### config.mk
export PLATFORM = sky130hd
export DESIGN_NAME = ntt_front
export DESIGN_NICKNAME = d
export VERILOG_FILES = /design/src/design/ntt_pkg.sv /design/src/design/ntt_front.sv
export SDC_FILE = /design/constraint.sdc
export NUM_CORES = 1
export LEC_CHECK = 0
export ABC_AREA = 1
export BUFFER_PORTS_ARGS = -buffer_cell sky130_fd_sc_hd__buf_2
export CAP_MARGIN = 20
export CORE_UTILIZATION = 30
export CTS_CLUSTER_SIZE = 30
export DETAILED_ROUTE_END_ITERATION = 7
export GPL_TIMING_DRIVEN = 1
export PLACE_DENSITY_LB_ADDON = 0.2
export SYNTH_ARGS = -nofsm -noshare
export SYNTH_HDL_FRONTEND = slang
export SYNTH_SLANG_ARGS = --single-unit
### constraint.sdc
create_clock -name clk -period 2.6 [get_ports clk]
set_input_delay 0.13 -clock clk [delete_from_list [all_inputs] [get_ports clk]]
set_output_delay 0.13 -clock clk [all_outputs]
set_load 0.05 [all_outputs]
### src/design/ntt_pkg.sv
// ---------------------------------------------------------------------------
// ntt_pkg: shared types, constants and arithmetic for the q=3329 NTT block
// Holds the zeta table, command and result codes, and the reduction functions.
// ---------------------------------------------------------------------------
package ntt_pkg;

	localparam logic signed [15:0] MOD_Q = 16'sd3329;
	localparam logic signed [15:0] INV_SCALE = 16'sd1441;

	typedef enum logic [1:0] {
		CMD_LOAD = 2'd0,
		CMD_FWD  = 2'd1,
		CMD_INV  = 2'd2,
		CMD_READ = 2'd3
	} cmd_t;

	typedef enum logic [1:0] {
		KIND_ACK  = 2'd0,
		KIND_DONE = 2'd1,
		KIND_DATA = 2'd2
	} kind_t;

	typedef struct packed {
		cmd_t        cmd;
		logic [7:0]  index;
		logic [15:0] value;
	} req_t;

	function automatic logic signed [15:0] zeta(input logic [6:0] k);
		logic signed [15:0] z;
		case (k)
			7'd0: z = -16'sd1044; 7'd1: z = -16'sd758; 7'd2: z = -16'sd359;
			7'd3: z = -16'sd1517; 7'd4: z = 16'sd1493; 7'd5: z = 16'sd1422;
			7'd6: z = 16'sd287; 7'd7: z = 16'sd202; 7'd8: z = -16'sd171;
			7'd9: z = 16'sd622; 7'd10: z = 16'sd1577; 7'd11: z = 16'sd182;
			7'd12: z = 16'sd962; 7'd13: z = -16'sd1202; 7'd14: z = -16'sd1474;
			7'd15: z = 16'sd1468; 7'd16: z = 16'sd573; 7'd17: z = -16'sd1325;
			7'd18: z = 16'sd264; 7'd19: z = 16'sd383; 7'd20: z = -16'sd829;
			7'd21: z = 16'sd1458; 7'd22: z = -16'sd1602; 7'd23: z = -16'sd130;
			7'd24: z = -16'sd681; 7'd25: z = 16'sd1017; 7'd26: z = 16'sd732;
			7'd27: z = 16'sd608; 7'd28: z = -16'sd1542; 7'd29: z = 16'sd411;
			7'd30: z = -16'sd205; 7'd31: z = -16'sd1571; 7'd32: z = 16'sd1223;
			7'd33: z = 16'sd652; 7'd34: z = -16'sd552; 7'd35: z = 16'sd1015;
			7'd36: z = -16'sd1293; 7'd37: z = 16'sd1491; 7'd38: z = -16'sd282;
			7'd39: z = -16'sd1544; 7'd40: z = 16'sd516; 7'd41: z = -16'sd8;
			7'd42: z = -16'sd320; 7'd43: z = -16'sd666; 7'd44: z = -16'sd1618;
			7'd45: z = -16'sd1162; 7'd46: z = 16'sd126; 7'd47: z = 16'sd1469;
			7'd48: z = -16'sd853; 7'd49: z = -16'sd90; 7'd50: z = -16'sd271;
			7'd51: z = 16'sd830; 7'd52: z = 16'sd107; 7'd53: z = -16'sd1421;
			7'd54: z = -16'sd247; 7'd55: z = -16'sd951; 7'd56: z = -16'sd398;
			7'd57: z = 16'sd961; 7'd58: z = -16'sd1508; 7'd59: z = -16'sd725;
			7'd60: z = 16'sd448; 7'd61: z = -16'sd1065; 7'd62: z = 16'sd677;
			7'd63: z = -16'sd1275; 7'd64: z = -16'sd1103; 7'd65: z = 16'sd430;
			7'd66: z = 16'sd555; 7'd67: z = 16'sd843; 7'd68: z = -16'sd1251;
			7'd69: z = 16'sd871; 7'd70: z = 16'sd1550; 7'd71: z = 16'sd105;
			7'd72: z = 16'sd422; 7'd73: z = 16'sd587; 7'd74: z = 16'sd177;
			7'd75: z = -16'sd235; 7'd76: z = -16'sd291; 7'd77: z = -16'sd460;
			7'd78: z = 16'sd1574; 7'd79: z = 16'sd1653; 7'd80: z = -16'sd246;
			7'd81: z = 16'sd778; 7'd82: z = 16'sd1159; 7'd83: z = -16'sd147;
			7'd84: z = -16'sd777; 7'd85: z = 16'sd1483; 7'd86: z = -16'sd602;
			7'd87: z = 16'sd1119; 7'd88: z = -16'sd1590; 7'd89: z = 16'sd644;
			7'd90: z = -16'sd872; 7'd91: z = 16'sd349; 7'd92: z = 16'sd418;
			7'd93: z = 16'sd329; 7'd94: z = -16'sd156; 7'd95: z = -16'sd75;
			7'd96: z = 16'sd817; 7'd97: z = 16'sd1097; 7'd98: z = 16'sd603;
			7'd99: z = 16'sd610; 7'd100: z = 16'sd1322; 7'd101: z = -16'sd1285;
			7'd102: z = -16'sd1465; 7'd103: z = 16'sd384; 7'd104: z = -16'sd1215;
			7'd105: z = -16'sd136; 7'd106: z = 16'sd1218; 7'd107: z = -16'sd1335;
			7'd108: z = -16'sd874; 7'd109: z = 16'sd220; 7'd110: z = -16'sd1187;
			7'd111: z = -16'sd1659; 7'd112: z = -16'sd1185; 7'd113: z = -16'sd1530;
			7'd114: z = -16'sd1278; 7'd115: z = 16'sd794; 7'd116: z = -16'sd1510;
			7'd117: z = -16'sd854; 7'd118: z = -16'sd870; 7'd119: z = 16'sd478;
			7'd120: z = -16'sd108; 7'd121: z = -16'sd308; 7'd122: z = 16'sd996;
			7'd123: z = 16'sd991; 7'd124: z = 16'sd958; 7'd125: z = -16'sd1460;
			7'd126: z = 16'sd1522; 7'd127: z = 16'sd1628;
			default: z = 16'sd0;
		endcase
		return z;
	endfunction

	// Montgomery reduction of a 32-bit product; two multiplies inside.
	function automatic logic signed [15:0] mont_reduce(input logic signed [31:0] a);
		logic [31:0]        lo;
		logic signed [15:0] t;
		logic signed [31:0] d;
		lo = {16'd0, a[15:0]} * 32'd62209;
		t = lo[15:0];
		d = a - t * 32'sd3329;
		return d[31:16];
	endfunction

	function automatic logic signed [15:0] barrett(input logic signed [15:0] a);
		logic signed [31:0] x;
		logic signed [15:0] t;
		logic signed [31:0] r;
		x = 32'sd20159 * 32'(a) + 32'sd33554432;
		t = 16'(x >>> 26);
		r = 32'(a) - 32'(t) * 32'sd3329;
		return r[15:0];
	endfunction

endpackage

### src/design/ntt_front.sv
// ---------------------------------------------------------------------------
// ntt_front: command intake
// Accepts requests and pushes them into a two-entry queue for the back end.
// ---------------------------------------------------------------------------
module ntt_front (
	input  logic           clk,
	input  logic           arst_n,
	input  logic           start,
	input  logic [1:0]     command,
	input  logic [7:0]     index,
	input  logic [15:0]    value,
	output logic           busy,
	output logic           q_valid,
	output ntt_pkg::req_t  q_head,
	input  logic           q_pop
);
	ntt_pkg::req_t entry_q [2];
	logic          rd_q, wr_q;
	logic [1:0]    count_q;
	logic          push;

	assign busy = (count_q == 2'd2);
	assign push = start && !busy;
	assign q_valid = (count_q != 2'd0);
	assign q_head = entry_q[rd_q];

	always_ff @(posedge clk) begin
		if (push) begin
			entry_q[wr_q] <= '{ntt_pkg::cmd_t'(command), index, value};
		end
	end

	always_ff @(posedge clk or negedge arst_n) begin
		if (!arst_n) begin
			rd_q <= 1'b0;
			wr_q <= 1'b0;
			count_q <= 2'd0;
		end else begin
			if (push) wr_q <= !wr_q;
			if (q_pop) rd_q <= !rd_q;
			count_q <= count_q + 2'(push) - 2'(q_pop);
		end
	end
endmodule

; Word level (Yosys, flattened, before mapping)
; Memory sizes are Yosys's and may differ from the RTL's.
; Cells that the tools add are included.
[op_classes]
eq_ne = 1
n_reduce_logical = 5
n_addsub = 2
n_mux = 2
[op_table]
columns = cell, n
row1 = $logic_not A1 Y1, 3
row2 = $add A2 B1 Y2, 1
row3 = $eq A2 B2 Y1 const B, 1
row4 = $mux W1, 2
row5 = $reduce_bool A2 Y1, 1
row6 = $sub A2 B1 Y2, 1
row7 = $logic_and A1 B1 Y1, 1
[totals]
regBits = 4
ram_bits = 52
n_memories = 1
word_cells = 14
out_inout_bits = 28
input_bits = 30
[memory_table]
columns = memory, depth, word_bits, read_ports, rd_ports_with_merged_regs, wr, line
row1 = entry_q, 2, 26, 1, 0, 1, ntt_front.sv:17  ; ntt_pkg::req_t entry_q [2];

; Longest topological paths before layout
[depth]
depth_word = 5
ltp_mapped = 9

; Worst setup path after synthesis
; Ideal clock, no wire load.
[synth_timing]
path_kind = reg2reg
from = reg count_q[1]
to = mem entry_q[1][0] (netlist bit) (enable)
stages_incl_launch_ff = 4
slack_ns = 0.527
path_buffers = 0
arrival_time_ns = 1.664
setup_ns = 0.409
required_time_ns = 2.191
path_cell_list = dfrtp_1 -> nand2_1 -> nand2_1 -> nor2_1
[synth_between]
elab_chain_len = 5
[synth_lines]
columns = element, line
row1 = start: declaration, ntt_front.sv:19  ; logic [1:0] count_q;
row2 = start signal: assignment, ntt_front.sv:41  ; count_q <= count_q + 2'(push) - 2'(q_pop);
row3 = $eq A2 B2 Y1, ntt_front.sv:22  ; assign busy = (count_q == 2'd2);
row4 = $logic_not A1 Y1, ntt_front.sv:23  ; assign push = start && !busy;
row5 = $logic_and A1 B1 Y1, ntt_front.sv:23
row6 = $mux W1, ntt_front.sv:28  ; if (push) begin
row7 = $mux W1 (implied by the code), ntt_front.sv:29  ; entry_q[wr_q] <= '{ntt_pkg::cmd_t'(command), index, value};
row8 = end: declaration, ntt_front.sv:17
; Every way passes these cells.

; Final worst setup path
[layout_timing]
from = reg count_q[1]
to = mem entry_q[1][20] (netlist bit) (enable)
; The elaborated chain is that of the path after synthesis.

==> run summary <==
endpoint type of the worst setup path: flip-flop
Worst Hold Path Cells: 1
DR pass1 iterations: 3
initial cell density of the core: 0.312
setup TNS: 0 ps
Fin. Hold Viols: 0
final total power: 3590 uW
Die Height: 88.8 um
leading cell types by count after synthesis: sky130_fd_sc_hd__edfxtp_1, sky130_fd_sc_hd__nand2_1, sky130_fd_sc_hd__inv_1
overall die area: 7880 um2
largest net degree at the start of global routing: 53
vias in the first global route: 1170
average size of a mapped cell: 13.8 um2
launching element type of the critical path: flip-flop
wire length after detailed routing: 3.64 mm
leakage power of the design: 0.00121 uW
number of top-level design ports: 58
number of enable-type register cells in the synthesized netlist: 52
CTS Buf Count: 5
async set or reset register ratio after synthesis: 0.0714
Synth area leaders: sky130_fd_sc_hd__edfxtp_1, sky130_fd_sc_hd__o21ai_2, sky130_fd_sc_hd__nand2_1, sky130_fd_sc_hd__inv_1, sky130_fd_sc_hd__dfrtp_1
final number of max-transition violations: 0
netlist area before placement: 2260 um2
kind of critical path: reg2reg
final setup fails: 0
R2R cell count: 4
actual transition at the worst max-transition pin: 576 ps
HP Class: in2reg
Skew-Pair Late Insertion Delay: 300 ps
antenna cell count: 0
setup repair after global routing missed its margin: no
vias per cell: 4.01
number of remaining DRC errors: 0
main flop type after synthesis: sky130_fd_sc_hd__edfxtp_1
total number of placement rows: 31
net total in the final layout: 261
distinct cell type count of the synthesized netlist: 13
drt wl/cell: 11.1 um
aggregate global-route resource usage: 0.0993
global route total overflow: 0
initial antenna violation count: 0
post-CTS sizing: 0
clock buffer depth: 2
count of input and output buffers: 57
routability-driven placement congestion ratio: 0.728
worst clock skew: 6.51 ps
core area: 7250 um2
setup bufs post-CTS: 0
Max VDD drop: 0.525 mV
relative slew slack: 0.616
Net Count, Synth: 196
ratio of cells with drive above 1 in the final layout: 0.400
area share of the leading cell type in the synthesized netlist: 0.691
register bit count reported by yosys: 56
library cell occupying the most area in the post-synthesis netlist: sky130_fd_sc_hd__edfxtp_1
Via Count: 1320
Die X-Extent: 88.8 um
CTS Sinks: 56
CTS root buffer: sky130_fd_sc_hd__clkbuf_8
layout overhead on the synthesized area: 23.0%
remaining number of nets flagged by the antenna check after routing: 0
first-pass GRT wire length: 5.66 mm
max-cap violations: 0
Period Utilization, post-route: 0.645
number of levels the H-tree was split into: 2
total half-perimeter wirelength after legalization and detailed placement: 2.57 mm
Synth warnings: 0
portion of the post-synthesis area used by sequential elements: 0.735
instance count of the mapped netlist: 164
CP Data Arrival Time: 1690 ps
most numerous cell in the Yosys netlist: sky130_fd_sc_hd__edfxtp_1
Worst Path Max Fanout: 11
Final min period: 1680 ps
achievable frequency: 597 MHz
DRT iter0 DRCs: 55
TritonCTS clock tree: done
clock edge transition at the registers on the reported setup and hold paths: 90 ps
power density of the placed cells: 1290 nW/um2
Worst Path Required: 2610 ps
status: completed
-- stage by stage --
stage | utilization | instance area [um2] | std cells | hold slack [ps] | setup WS, ps
after floorplan | - | 2260 | 164 | -166 | 527
after global placement | 0.364 | 2640 | 318 | -56.4 | 933
after detailed placement | 0.364 | 2640 | 318 | -59.8 | 846
after CTS | 0.382 | 2770 | 328 | 3.87 | 861
after global routing | 0.383 | 2780 | 329 | 1.89 | 713
final | 0.383 | 2780 | 329 | 14.6 | 924
-- worst max-delay path: stages (launching register included) --
cell                      delay [ps]
sky130_fd_sc_hd__dfrtp_1         410
sky130_fd_sc_hd__nand2_1         120
sky130_fd_sc_hd__nand2_1         110
sky130_fd_sc_hd__nor2_2          460
sky130_fd_sc_hd__buf_4           290
-- cell families (layout without fill, tap and decap cells) --
family,Yosys count,after routing,share of synthesized area
DFF,56,56,0.735
buffers and inverters,40,106,0.0880
and+or+nand+nor,39,39,0.0659
AOI/OAI and AO/OA,26,26,0.0958
adders and majority gates,2,2,0.0111
xor gates and xnor gates,1,1,0.00388
-- flip-flops by register name (all words and copies together) (netlist names) --
register / cells
entry_q: 52
count_q: 2
rd_q: 1
wr_q: 1
-- final timing paths --
check | endpoint | start | slack (ps)
setup / recovery | entry_q[1][20]$_DFFE_PP_ | count_q[1]$_DFF_PN0_ | 920
hold / removal | entry_q[0][4]$_DFFE_PP_ | value[4] | 10
setup reg to reg | entry_q[1][20]$_DFFE_PP_ | count_q[1]$_DFF_PN0_ | 920
hold reg to reg | rd_q$_DFFE_PN0P_ | rd_q$_DFFE_PN0P_ | 500
max in group asynchronous | rd_q$_DFFE_PN0P_ | arst_n | 2320
min in group asynchronous | wr_q$_DFFE_PN0P_ | arst_n | 150
-- area by class of cell --
class	count	area [um2]
clock inverters	3	37.5
well taps	99	124
flip-flops and latches	56	1660
inverters	34	128
multi-input cells	68	402
fillers	734	4470
clock buffers	5	68.8
repair buffers	64	358
-- per-layer routing --
| metal | part of all wire | vias up | global-route usage |
|---|---|---|---|
| met5 | 0 | - | 0 |
| met4 | 0.014 | 0 | 0.0455 |
| met3 | 0.047 | 4 | 0.0289 |
| met2 | 0.51 | 28 | 0.162 |
| met1 | 0.43 | 615 | 0.122 |
| li1 | - | 673 | - |
-- layout by cell type, fill, tap and decap left out, types with 2 or more instances in the layout --
cell type                        n
sky130_fd_sc_hd__edfxtp_1       52
sky130_fd_sc_hd__clkinv_1        2
sky130_fd_sc_hd__nand3_1         2
sky130_fd_sc_hd__dfrtp_1         3
sky130_fd_sc_hd__o21ai_2        23
sky130_fd_sc_hd__ha_1            2
sky130_fd_sc_hd__clkbuf_8        5
sky130_fd_sc_hd__dlygate4sd3_1   3
sky130_fd_sc_hd__inv_1          34
sky130_fd_sc_hd__nand2_1        36
sky130_fd_sc_hd__buf_4           3
sky130_fd_sc_hd__o21ai_0         2
sky130_fd_sc_hd__buf_2          57
-- what timing repair did --
item                                    CTS  global route
endpoints found under the setup margin    0             0
endpoints found under the hold margin     6             2
hold buffers                              2             1
-- power breakdown --
group	internal, uW	switching (uW)
Clock	281	260
Sequential	1230	57.8
Combinational	401	1350
No activity file was read; power rests on OpenSTA's default activity.
